`config.mk`:
```
export PLATFORM = sky130hd
export DESIGN_NAME = pulse_width_frame_transmitter_core
export DESIGN_NICKNAME = d
export VERILOG_FILES = /design/src/rtl/core/pwft_pkg.sv /design/src/rtl/core/pwft_front.sv /design/src/rtl/core/pwft_queue.sv /design/src/rtl/core/pwft_back.sv /design/src/rtl/core/pulse_width_frame_transmitter_core.sv
export SDC_FILE = /design/constraint.sdc
export NUM_CORES = 1
export LEC_CHECK = 0
export ABC_AREA = 1
export BUFFER_PORTS_ARGS = -buffer_cell sky130_fd_sc_hd__clkbuf_2
export CAP_MARGIN = 25
export CELL_PAD_IN_SITES_DETAIL_PLACEMENT = 1
export CELL_PAD_IN_SITES_GLOBAL_PLACEMENT = 2
export CORE_UTILIZATION = 35
export DETAILED_ROUTE_END_ITERATION = 8
export HOLD_SLACK_MARGIN = 0.12
export PLACE_DENSITY = 0.72
export SLEW_MARGIN = 0
export SYNTH_ARGS = -nofsm -noshare
export SYNTH_HDL_FRONTEND = slang
export SYNTH_SLANG_ARGS = --single-unit
export TNS_END_PERCENT = 50
```
`constraint.sdc`:
```
create_clock -name clk -period 3.8 [get_ports clk]
set_input_delay 0.76 -clock clk [delete_from_list [all_inputs] [get_ports clk]]
set_output_delay 0.76 -clock clk [all_outputs]
set_load 0.01 [all_outputs]
```
`src/rtl/core/pwft_pkg.sv`:
```
package pwft_pkg;

	// Frame shape
	localparam int DATA_BITS  = 8;
	localparam int CHECK_BITS = 4;

	// Field and state widths
	localparam int BYTE_W     = 8;
	localparam int ONES_W     = 4;
	localparam int TICK_W     = 8;
	localparam int IDX_W      = 5;
	localparam int CFG_IDX_W  = 3;
	localparam int CFG_W      = 8;
	localparam int PULSES_W   = 5;
	localparam int SHORT_W    = 4;
	localparam int IN_TDATA_W  = 8;
	localparam int OUT_TDATA_W = 8;

	// Register reset values
	localparam logic [TICK_W-1:0]   LEAD_GAP_RST   = 8'd80;
	localparam logic [TICK_W-1:0]   TAIL_GAP_RST   = 8'd6;
	localparam logic [PULSES_W-1:0] PRE_PULSES_RST = 5'd16;
	localparam logic [SHORT_W-1:0]  PRE_HALF_RST   = 4'd1;
	localparam logic [SHORT_W-1:0]  ZERO_HIGH_RST  = 4'd2;
	localparam logic [SHORT_W-1:0]  ONE_HIGH_RST   = 4'd4;
	localparam logic [SHORT_W-1:0]  BIT_LOW_RST    = 4'd2;

	typedef enum logic [0:0] {
		REQ_TICK  = 1'b0,
		REQ_START = 1'b1
	} req_t;

	typedef enum logic [CFG_IDX_W-1:0] {
		CFG_LEAD_GAP   = 3'd0,
		CFG_TAIL_GAP   = 3'd1,
		CFG_PRE_PULSES = 3'd2,
		CFG_PRE_HALF   = 3'd3,
		CFG_ZERO_HIGH  = 3'd4,
		CFG_ONE_HIGH   = 3'd5,
		CFG_BIT_LOW    = 3'd6
	} cfg_idx_t;

	typedef enum logic [5:0] {
		PH_IDLE  = 6'b000001,
		PH_LEAD  = 6'b000010,
		PH_PRE   = 6'b000100,
		PH_DATA  = 6'b001000,
		PH_CHECK = 6'b010000,
		PH_TAIL  = 6'b100000
	} phase_t;

	// Classified item as it travels from front to back
	typedef struct packed {
		req_t              kind;
		logic [BYTE_W-1:0] data;
		logic [ONES_W-1:0] ones;
	} item_t;

	// Count set bits of a byte
	function automatic logic [ONES_W-1:0] popcount(input logic [BYTE_W-1:0] d);
		logic [ONES_W-1:0] n;
		n = '0;
		for (int i = 0; i < BYTE_W; i++) begin
			n = n + {{(ONES_W-1){1'b0}}, d[i]};
		end
		return n;
	endfunction

endpackage

```
`src/rtl/core/pwft_front.sv`:
```
module pwft_front (
	input  logic                         clk,
	input  logic                         arst_n,
	input  logic                         in_valid,
	output logic                         in_ready,
	input  pwft_pkg::req_t               in_kind,
	input  logic [pwft_pkg::BYTE_W-1:0]  in_data,
	input  logic                         q_full,
	output logic                         push,
	output pwft_pkg::item_t              push_item
);
	import pwft_pkg::*;

	logic  valid_s1;
	item_t item_s1;

	// Stage is free when empty or draining into the queue this cycle
	assign in_ready  = !valid_s1 || !q_full;
	assign push      = valid_s1 && !q_full;
	assign push_item = item_s1;

	// Hold stage valid
	always_ff @(posedge clk or negedge arst_n) begin
		if (!arst_n) begin
			valid_s1 <= 1'b0;
		end else if (in_valid && in_ready) begin
			valid_s1 <= 1'b1;
		end else if (push) begin
			valid_s1 <= 1'b0;
		end
	end

	// Classify beat and count set bits of the byte
	always_ff @(posedge clk) begin
		if (in_valid && in_ready) begin
			item_s1.kind <= in_kind;
			item_s1.data <= in_data;
			item_s1.ones <= popcount(in_data);
		end
	end

endmodule

```
`src/rtl/core/pwft_queue.sv`:
```
module pwft_queue (
	input  logic            clk,
	input  logic            arst_n,
	input  logic            push,
	input  pwft_pkg::item_t push_item,
	output logic            full,
	output logic            q_valid,
	input  logic            pop,
	output pwft_pkg::item_t pop_item
);
	import pwft_pkg::*;

	localparam int DEPTH = 2;
	localparam int PTR_W = $clog2(DEPTH);
	localparam int CNT_W = $clog2(DEPTH + 1);

	item_t            mem_q [DEPTH];
	logic [PTR_W-1:0] wr_ptr_q;
	logic [PTR_W-1:0] rd_ptr_q;
	logic [CNT_W-1:0] count_q;

	assign full     = (count_q == CNT_W'(DEPTH));
	assign q_valid  = (count_q != '0);
	assign pop_item = mem_q[rd_ptr_q];

	// Advance pointers and fill count
	always_ff @(posedge clk or negedge arst_n) begin
		if (!arst_n) begin
			wr_ptr_q <= '0;
			rd_ptr_q <= '0;
			count_q  <= '0;
		end else begin
			if (push) begin
				wr_ptr_q <= (wr_ptr_q == PTR_W'(DEPTH - 1)) ? '0 : wr_ptr_q + 1'b1;
			end
			if (pop) begin
				rd_ptr_q <= (rd_ptr_q == PTR_W'(DEPTH - 1)) ? '0 : rd_ptr_q + 1'b1;
			end
			if (push && !pop) begin
				count_q <= count_q + 1'b1;
			end else if (pop && !push) begin
				count_q <= count_q - 1'b1;
			end
		end
	end

	// Store entries
	always_ff @(posedge clk) begin
		if (push) begin
			mem_q[wr_ptr_q] <= push_item;
		end
	end

endmodule

```
`src/rtl/core/pwft_back.sv`:
```
module pwft_back (
	input  logic                           clk,
	input  logic                           arst_n,
	input  logic                           cfg_we,
	input  logic [pwft_pkg::CFG_IDX_W-1:0] cfg_index,
	input  logic [pwft_pkg::CFG_W-1:0]     cfg_data,
	input  logic                           q_valid,
	input  pwft_pkg::item_t                pop_item,
	output logic                           pop,
	output logic                           out_valid,
	input  logic                           out_ready,
	output logic [pwft_pkg::OUT_TDATA_W-1:0] out_data,
	output logic                           out_last
);
	import pwft_pkg::*;

	localparam int LIM_W = IDX_W + 1;
	localparam logic [LIM_W-1:0] DATA_LIM  = LIM_W'(DATA_BITS);
	localparam logic [LIM_W-1:0] CHECK_LIM = LIM_W'(CHECK_BITS);

	typedef struct packed {
		logic line_level;
		logic indicator;
		logic busy_res;
		logic frame_done;
		logic start_accepted;
	} res_t;

	// Configuration registers
	logic [TICK_W-1:0]   lead_gap_q;
	logic [TICK_W-1:0]   tail_gap_q;
	logic [PULSES_W-1:0] pre_pulses_q;
	logic [SHORT_W-1:0]  pre_half_q;
	logic [SHORT_W-1:0]  zero_high_q;
	logic [SHORT_W-1:0]  one_high_q;
	logic [SHORT_W-1:0]  bit_low_q;

	// Frame state
	phase_t            phase_q, phase_n;
	logic [TICK_W-1:0] tick_q, tick_n;
	logic [IDX_W-1:0]  bit_q, bit_n;
	logic [BYTE_W-1:0] shift_q, shift_n;
	logic [ONES_W-1:0] ones_q, ones_n;
	logic              ind_q, ind_n;
	logic              pulse_q, pulse_n;

	// Output register
	logic out_valid_q;
	res_t res_q, res_n;

	logic              pulse_ph;
	logic              cur_bit;
	logic [TICK_W-1:0] len;
	logic [TICK_W-1:0] len_eff;
	logic [TICK_W-1:0] tick_inc;
	logic [LIM_W-1:0]  bit_inc;
	logic [LIM_W-1:0]  limit;
	phase_t            next_ph;

	assign pop       = q_valid && (!out_valid_q || out_ready);
	assign out_valid = out_valid_q;
	assign out_data  = {{(OUT_TDATA_W-4){1'b0}}, res_q.start_accepted, res_q.busy_res,
		res_q.indicator, res_q.line_level};
	assign out_last  = res_q.frame_done;

	assign pulse_ph = (phase_q == PH_PRE) || (phase_q == PH_DATA) || (phase_q == PH_CHECK);

	// Pick the bit on the line and the length of the current segment
	always_comb begin
		if (phase_q == PH_DATA) begin
			cur_bit = (bit_q < IDX_W'(BYTE_W)) ? shift_q[bit_q[$clog2(BYTE_W)-1:0]] : 1'b0;
		end else begin
			cur_bit = (bit_q < IDX_W'(ONES_W)) ? ones_q[bit_q[$clog2(ONES_W)-1:0]] : 1'b0;
		end
		case (phase_q)
			PH_LEAD: len = lead_gap_q;
			PH_TAIL: len = tail_gap_q;
			PH_PRE:  len = {{(TICK_W-SHORT_W){1'b0}}, pre_half_q};
			PH_DATA, PH_CHECK: begin
				if (!pulse_q) begin
					len = {{(TICK_W-SHORT_W){1'b0}}, bit_low_q};
				end else if (cur_bit) begin
					len = {{(TICK_W-SHORT_W){1'b0}}, one_high_q};
				end else begin
					len = {{(TICK_W-SHORT_W){1'b0}}, zero_high_q};
				end
			end
			default: len = TICK_W'(1);
		endcase
		len_eff  = (len == '0) ? TICK_W'(1) : len;
		tick_inc = tick_q + 1'b1;
		bit_inc  = {1'b0, bit_q} + 1'b1;
		case (phase_q)
			PH_PRE: begin
				limit   = {1'b0, pre_pulses_q};
				next_ph = PH_DATA;
			end
			PH_DATA: begin
				limit   = DATA_LIM;
				next_ph = PH_CHECK;
			end
			default: begin
				limit   = CHECK_LIM;
				next_ph = PH_TAIL;
			end
		endcase
	end

	// Carry out one item
	always_comb begin
		phase_n = phase_q;
		tick_n  = tick_q;
		bit_n   = bit_q;
		shift_n = shift_q;
		ones_n  = ones_q;
		ind_n   = ind_q;
		pulse_n = pulse_q;
		res_n   = res_q;
		if (pop) begin
			res_n = '0;
			if (pop_item.kind == REQ_START) begin
				res_n.busy_res = 1'b1;
				if (phase_q == PH_IDLE) begin
					shift_n = pop_item.data;
					ones_n  = pop_item.ones;
					phase_n = PH_LEAD;
					tick_n  = '0;
					bit_n   = '0;
					pulse_n = 1'b0;
					ind_n   = 1'b0;
					res_n.start_accepted = 1'b1;
				end else begin
					res_n.line_level = pulse_ph && pulse_q;
					res_n.indicator  = ind_q;
				end
			end else if (phase_q != PH_IDLE) begin
				res_n.busy_res   = 1'b1;
				res_n.line_level = pulse_ph && pulse_q;
				ind_n = ind_q ^ (pulse_ph && pulse_q && (tick_q == '0));
				if (tick_inc >= len_eff) begin
					tick_n = '0;
					case (phase_q)
						PH_LEAD: begin
							phase_n = PH_PRE;
							bit_n   = '0;
							pulse_n = 1'b1;
						end
						PH_PRE, PH_DATA, PH_CHECK: begin
							if (pulse_q) begin
								pulse_n = 1'b0;
							end else if (bit_inc >= limit) begin
								phase_n = next_ph;
								bit_n   = '0;
								pulse_n = (next_ph != PH_TAIL);
							end else begin
								bit_n   = bit_inc[IDX_W-1:0];
								pulse_n = 1'b1;
							end
						end
						default: res_n.frame_done = 1'b1;
					endcase
				end else begin
					tick_n = tick_inc;
				end
				res_n.indicator = ind_n;
				// Drop back to idle after the closing tick
				if (res_n.frame_done) begin
					phase_n = PH_IDLE;
					ind_n   = 1'b0;
					pulse_n = 1'b0;
					bit_n   = '0;
				end
			end else begin
				res_n.indicator = ind_q;
			end
		end
	end

	// Frame state and output handshake
	always_ff @(posedge clk or negedge arst_n) begin
		if (!arst_n) begin
			phase_q     <= PH_IDLE;
			tick_q      <= '0;
			bit_q       <= '0;
			shift_q     <= '0;
			ones_q      <= '0;
			ind_q       <= 1'b0;
			pulse_q     <= 1'b0;
			out_valid_q <= 1'b0;
		end else begin
			phase_q <= phase_n;
			tick_q  <= tick_n;
			bit_q   <= bit_n;
			shift_q <= shift_n;
			ones_q  <= ones_n;
			ind_q   <= ind_n;
			pulse_q <= pulse_n;
			if (pop) begin
				out_valid_q <= 1'b1;
			end else if (out_ready) begin
				out_valid_q <= 1'b0;
			end
		end
	end

	// Hold result until taken
	always_ff @(posedge clk) begin
		if (pop) begin
			res_q <= res_n;
		end
	end

	// Register writes
	always_ff @(posedge clk or negedge arst_n) begin
		if (!arst_n) begin
			lead_gap_q   <= LEAD_GAP_RST;
			tail_gap_q   <= TAIL_GAP_RST;
			pre_pulses_q <= PRE_PULSES_RST;
			pre_half_q   <= PRE_HALF_RST;
			zero_high_q  <= ZERO_HIGH_RST;
			one_high_q   <= ONE_HIGH_RST;
			bit_low_q    <= BIT_LOW_RST;
		end else if (cfg_we) begin
			case (cfg_idx_t'(cfg_index))
				CFG_LEAD_GAP:   lead_gap_q   <= cfg_data[TICK_W-1:0];
				CFG_TAIL_GAP:   tail_gap_q   <= cfg_data[TICK_W-1:0];
				CFG_PRE_PULSES: pre_pulses_q <= cfg_data[PULSES_W-1:0];
				CFG_PRE_HALF:   pre_half_q   <= cfg_data[SHORT_W-1:0];
				CFG_ZERO_HIGH:  zero_high_q  <= cfg_data[SHORT_W-1:0];
				CFG_ONE_HIGH:   one_high_q   <= cfg_data[SHORT_W-1:0];
				CFG_BIT_LOW:    bit_low_q    <= cfg_data[SHORT_W-1:0];
				default: ;
			endcase
		end
	end

endmodule

```
`src/rtl/core/pulse_width_frame_transmitter_core.sv`:
```
// Channel   Dir  Handshake                     Payload
// s_axis    in   s_axis_tvalid/s_axis_tready   tuser req_type, tdata data_byte
// m_axis    out  m_axis_tvalid/m_axis_tready   tdata line/indicator/busy/start, tlast done
// cfg       in   cfg_we                        cfg_index, cfg_data
//
// One beat per clock is sustained in both directions while m_axis_tready stays high;
// each input beat gives one output beat. An accepted beat passes the classify stage,
// a queue entry and the output register before it is offered on m_axis.
// The frame sequencer in the back part does all its work for a beat in the pop cycle.
// Reset clears frame state, queue and valids, and loads register defaults.
// Output stall backs up through the queue to s_axis_tready without losing a beat.
module pulse_width_frame_transmitter_core (
	input  logic                             clk,
	input  logic                             arst_n,
	input  logic                             s_axis_tvalid,
	output logic                             s_axis_tready,
	input  logic [pwft_pkg::IN_TDATA_W-1:0]  s_axis_tdata,  // [7:0] data_byte
	input  logic                             s_axis_tuser,  // [0] req_type
	output logic                             m_axis_tvalid,
	input  logic                             m_axis_tready,
	output logic [pwft_pkg::OUT_TDATA_W-1:0] m_axis_tdata,  // [0] line_level, [1] indicator,
	                                                         // [2] busy_res, [3] start_accepted
	output logic                             m_axis_tlast,  // frame_done
	input  logic                             cfg_we,
	input  logic [pwft_pkg::CFG_IDX_W-1:0]   cfg_index,
	input  logic [pwft_pkg::CFG_W-1:0]       cfg_data
);
	import pwft_pkg::*;

	logic  q_full;
	logic  push;
	item_t push_item;
	logic  q_valid;
	logic  pop;
	item_t pop_item;

	pwft_front u_front (
		.clk       (clk),
		.arst_n    (arst_n),
		.in_valid  (s_axis_tvalid),
		.in_ready  (s_axis_tready),
		.in_kind   (req_t'(s_axis_tuser)),
		.in_data   (s_axis_tdata[BYTE_W-1:0]),
		.q_full    (q_full),
		.push      (push),
		.push_item (push_item)
	);

	pwft_queue u_queue (
		.clk       (clk),
		.arst_n    (arst_n),
		.push      (push),
		.push_item (push_item),
		.full      (q_full),
		.q_valid   (q_valid),
		.pop       (pop),
		.pop_item  (pop_item)
	);

	pwft_back u_back (
		.clk       (clk),
		.arst_n    (arst_n),
		.cfg_we    (cfg_we),
		.cfg_index (cfg_index),
		.cfg_data  (cfg_data),
		.q_valid   (q_valid),
		.pop_item  (pop_item),
		.pop       (pop),
		.out_valid (m_axis_tvalid),
		.out_ready (m_axis_tready),
		.out_data  (m_axis_tdata),
		.out_last  (m_axis_tlast)
	);

endmodule

```
==> impl_metrics.csv <==
group,metric,value,unit
cts,cts_made_buffers,17,
finish,diodes,0,
sta,drv_slew,0,
finish,stdcell_area,0.00696,sq mm
die,rows,47,
synth,seq_area_frac_synth,53.8,%
cts,cts-htree-levels,4,
worst_setup_path,crit_arrival,3570,ps
power,intPower,3.18,mW
sta,max_freq,310,MHz
power,switching_power,2.00,mW
worst_hold_path,min_path_type,"in -> async",
drt,wl_per_cell,15.0,um
global_route,grt_pass1_vias,4638,
global_route,overflow,0,
flow_run,cap_violations,0,
die,core-area,0.0167,sq mm
cts,clock-sinks,120,
synth,yosys_warnings,0,
cts,cts_hold_buffers,0,
power,power_frac_comb,32.6,%
finish,final_core_util,41.7,%
worst_setup_path,path_max_fanout,12,
placement,gp_congestion,0.792,
die,start_util,36.0,%
cts,ctsRootBufferMaster,"clkbuf_16",
worst_setup_path,cp-end-kind,"flip-flop",
power,clkPwrFrac,28.9,%
finish,layout.nets,737,
sta,setup_tns,0,ps
cts,cts_resized,0,
cts,insertion_delay,420,ps
drt,ant_nets,0,
sta,rsz0062_at_grt,"false",
global_route,grt_antenna_before_repair,0,
power,ir_drop,382,uV
drt,drt_iter0_drc,157,
die,dieArea,0.0177,sq mm
cts,path_clk_slew,60,ps
worst_setup_path,crit_type,"reg -> reg",
sta,fin_crit_sh,84.8,%
placement,portBuffers,31,
synth,avgSynthCellArea,9.37,sq um
cts,clk_path_buf_depth,2,
cts,postCtsSetupRepairBufs,0,
power,switching_share,38.6,%
worst_setup_path,required,4150,ps
placement,dp_hpwl,10200,um
power,seqPwrFrac,38.5,%
finish,drive_above_1_share,16.1,%
global_route,grt_max_degree,64,
worst_setup_path,cp-start-kind,"flip-flop",
sta,worst_pin_slew,841,ps
sta,slew_headroom,43.9,%
drt,drc,0,
sta,setup_viol,0,
global_route,track_usage,17.3,%
cts,cts_tree,"built",
die,die_x,133,um
drt,vias_per_cell,4.68,
sta,finalHoldViolations,0,
power,power.density,744,mW/mm^2
synth,netlist_area,0.00602,sq mm
global_route,grt_pass1_wl,23600,um
synth,ys_types,47,
placement,placed_area,0.00640,sq mm
die,dieHeight,133,um
sta,layout_min_cycle_time,3220,ps
drt,firstDrtPassIters,4,
drt,totalWireLength,13800,um
finish,syn_to_final_growth,15.6,%
synth,ys_ff_latch,120,
outcome,status,"completed",
drt,vias,4289,
die,ios,36,
synth,syn_inst,642,
sta,clock_skew,9.80,ps
power,p_leak,3.24,nW
## power by group through the flow
stage | combinational [mW] | clock [mW] | sequential (mW)
floorplan | 1.33 | 0 | 1.92
global placement | 1.64 | 0 | 2.00
detailed placement | 1.71 | 0 | 2.02
CTS | 1.73 | 1.54 | 2.00
global route | 1.94 | 1.60 | 2.04
finish | 1.69 | 1.50 | 1.99
## area by class of cell
cell class                 count  area [sq um]
clock buffer                  18           439
clock inverter                14           115
fill                        1931          9740
inverter                     120           454
multi-input combinational    390          2250
sequential                   120          3240
tap                          220           275
timing repair buffer          35           188
## through the flow
| stage | instances | power [mW] | hold WS [ps] | setup WS [ps] |
|---|---|---|---|---|
| final | 917 | 5.18 | 437 | 578 |
| after global routing | 917 | 5.59 | 459 | 69.2 |
| after CTS | 917 | 5.27 | 452 | 547 |
| after detailed placement | 885 | 3.73 | 438 | 564 |
| after global placement | 883 | 3.64 | 428 | 580 |
| after floorplan | 645 | 3.25 | 421 | 766 |
## logic make-up (layout without fill, tap and decap cells)
family	Yosys count	count (layout)	synth area share, %
flip-flops	120	120	53.8
XOR/XNOR	13	13	1.89
other	1	4	0.0623
adder cells (fa/ha/maj)	28	28	6.32
buffers and inverters	135	187	9.02
AO/OA/AOI/OAI	111	111	11.5
AND/OR/NAND/NOR	234	234	17.4
## worst max-delay path: stages (launching register included)
cell and delay (ps):
dfrtp_1 600, inv_4 100, nand2_1 80, nand3_1 70, nand2_1 80, nand2_1 60
nand2_1 160, nand2_2 100, nand2_1 70, nand3_1 60, nand2_1 70, nand2_1 50
nand2_1 80, inv_1 50, ha_1 280, a21oi_1 170, o21ai_1 70, nand2_1 70
o2111ai_2 180, o21ai_2 240, nor2_2 60, o21ai_2 230, nand2_1 140, o21ai_2 80
## layout by cell type, fill, tap and decap left out, types with 7 or more instances in the layout
master,n
ha_1,24
nand2_1,152
clkbuf_16,17
xor2_1,11
clkbuf_2,30
nand3_1,27
inv_1,111
edfxtp_1,44
o211ai_1,12
o21ai_2,8
o22ai_1,9
dfrtp_1,66
a21oi_1,8
inv_2,7
o21ai_0,58
nor2_1,26
o21ai_1,8
dfstp_2,10
## per-layer routing
| metal | vias to the layer above | global-route usage [%] | wire length (um) | part of all wire (%) |
|---|---|---|---|---|
| li1 | 2152 | - | - | - |
| met1 | 2071 | 23.2 | 6760 | 49 |
| met2 | 55 | 28.1 | 6520 | 47 |
| met3 | 11 | 4.11 | 341 | 2.5 |
| met4 | 0 | 4.92 | 142 | 1.0 |
| met5 | - | 0 | 0 | 0 |
## synthesized netlist by cell type (all sizes together)
cell type / number / area share (%)
xnor2: 2 / 0.29
dfstp: 10 / 4.4
fa: 4 / 1.3
o22ai: 9 / 0.94
ha: 24 / 5.0
and2: 1 / 0.10
xor2: 11 / 1.6
nand3: 30 / 2.9
buf: 10 / 1.2
o211ai: 12 / 1.5
o221ai: 1 / 0.44
a21boi: 1 / 0.12
nand4: 7 / 1.1
a22o: 1 / 0.15
a21oi: 9 / 0.94
nor2: 33 / 2.6
o21ai: 75 / 6.9
edfxtp: 44 / 22
nor4: 1 / 0.10
clkinv: 1 / 0.083
o31ai: 2 / 0.25
conb: 1 / 0.062
inv: 119 / 7.5
nand2: 154 / 9.8
nor3b: 1 / 0.21
dfrtp: 66 / 27
clkbuf: 5 / 0.31
nand3b: 3 / 0.37
o2111ai: 1 / 0.25
nor3: 4 / 0.33
## state kept, by name, summed over array words and instances, names as in the netlist, 2 cells and up
signal	count
u_queue.mem_q	26
u_front.push_item	13
u_back.lead_gap_q	8
u_back.shift_q	8
u_back.tail_gap_q	8
u_back.tick_q	8
u_back.phase_q	6
u_back.bit_q	5
u_back.pre_pulses_q	5
u_back.bit_low_q	4
u_back.one_high_q	4
u_back.ones_q	4
u_back.out_data	4
u_back.pre_half_q	4
u_back.zero_high_q	4
u_queue.count_q	2
## path summary, 6_finish.rpt
kind / to / start / slack [ps] / depth (start not counted)
hold / removal: u_back.bit_q[1] / arst_n / 440 / 1
min in group clk: u_queue.mem_q[0][11] / u_front.push_item[11] / 450 / 0
max in group asynchronous: u_back.phase_q[0] / arst_n / 2580 / 2
hold reg to reg: u_queue.mem_q[0][11] / u_front.push_item[11] / 450 / 0
setup / recovery: u_back.phase_q[0] / u_back.bit_q[0] / 580 / 23
setup reg to reg: u_back.phase_q[0] / u_back.bit_q[0] / 580 / 23
Note: power is estimated with default switching activity, not from simulation.
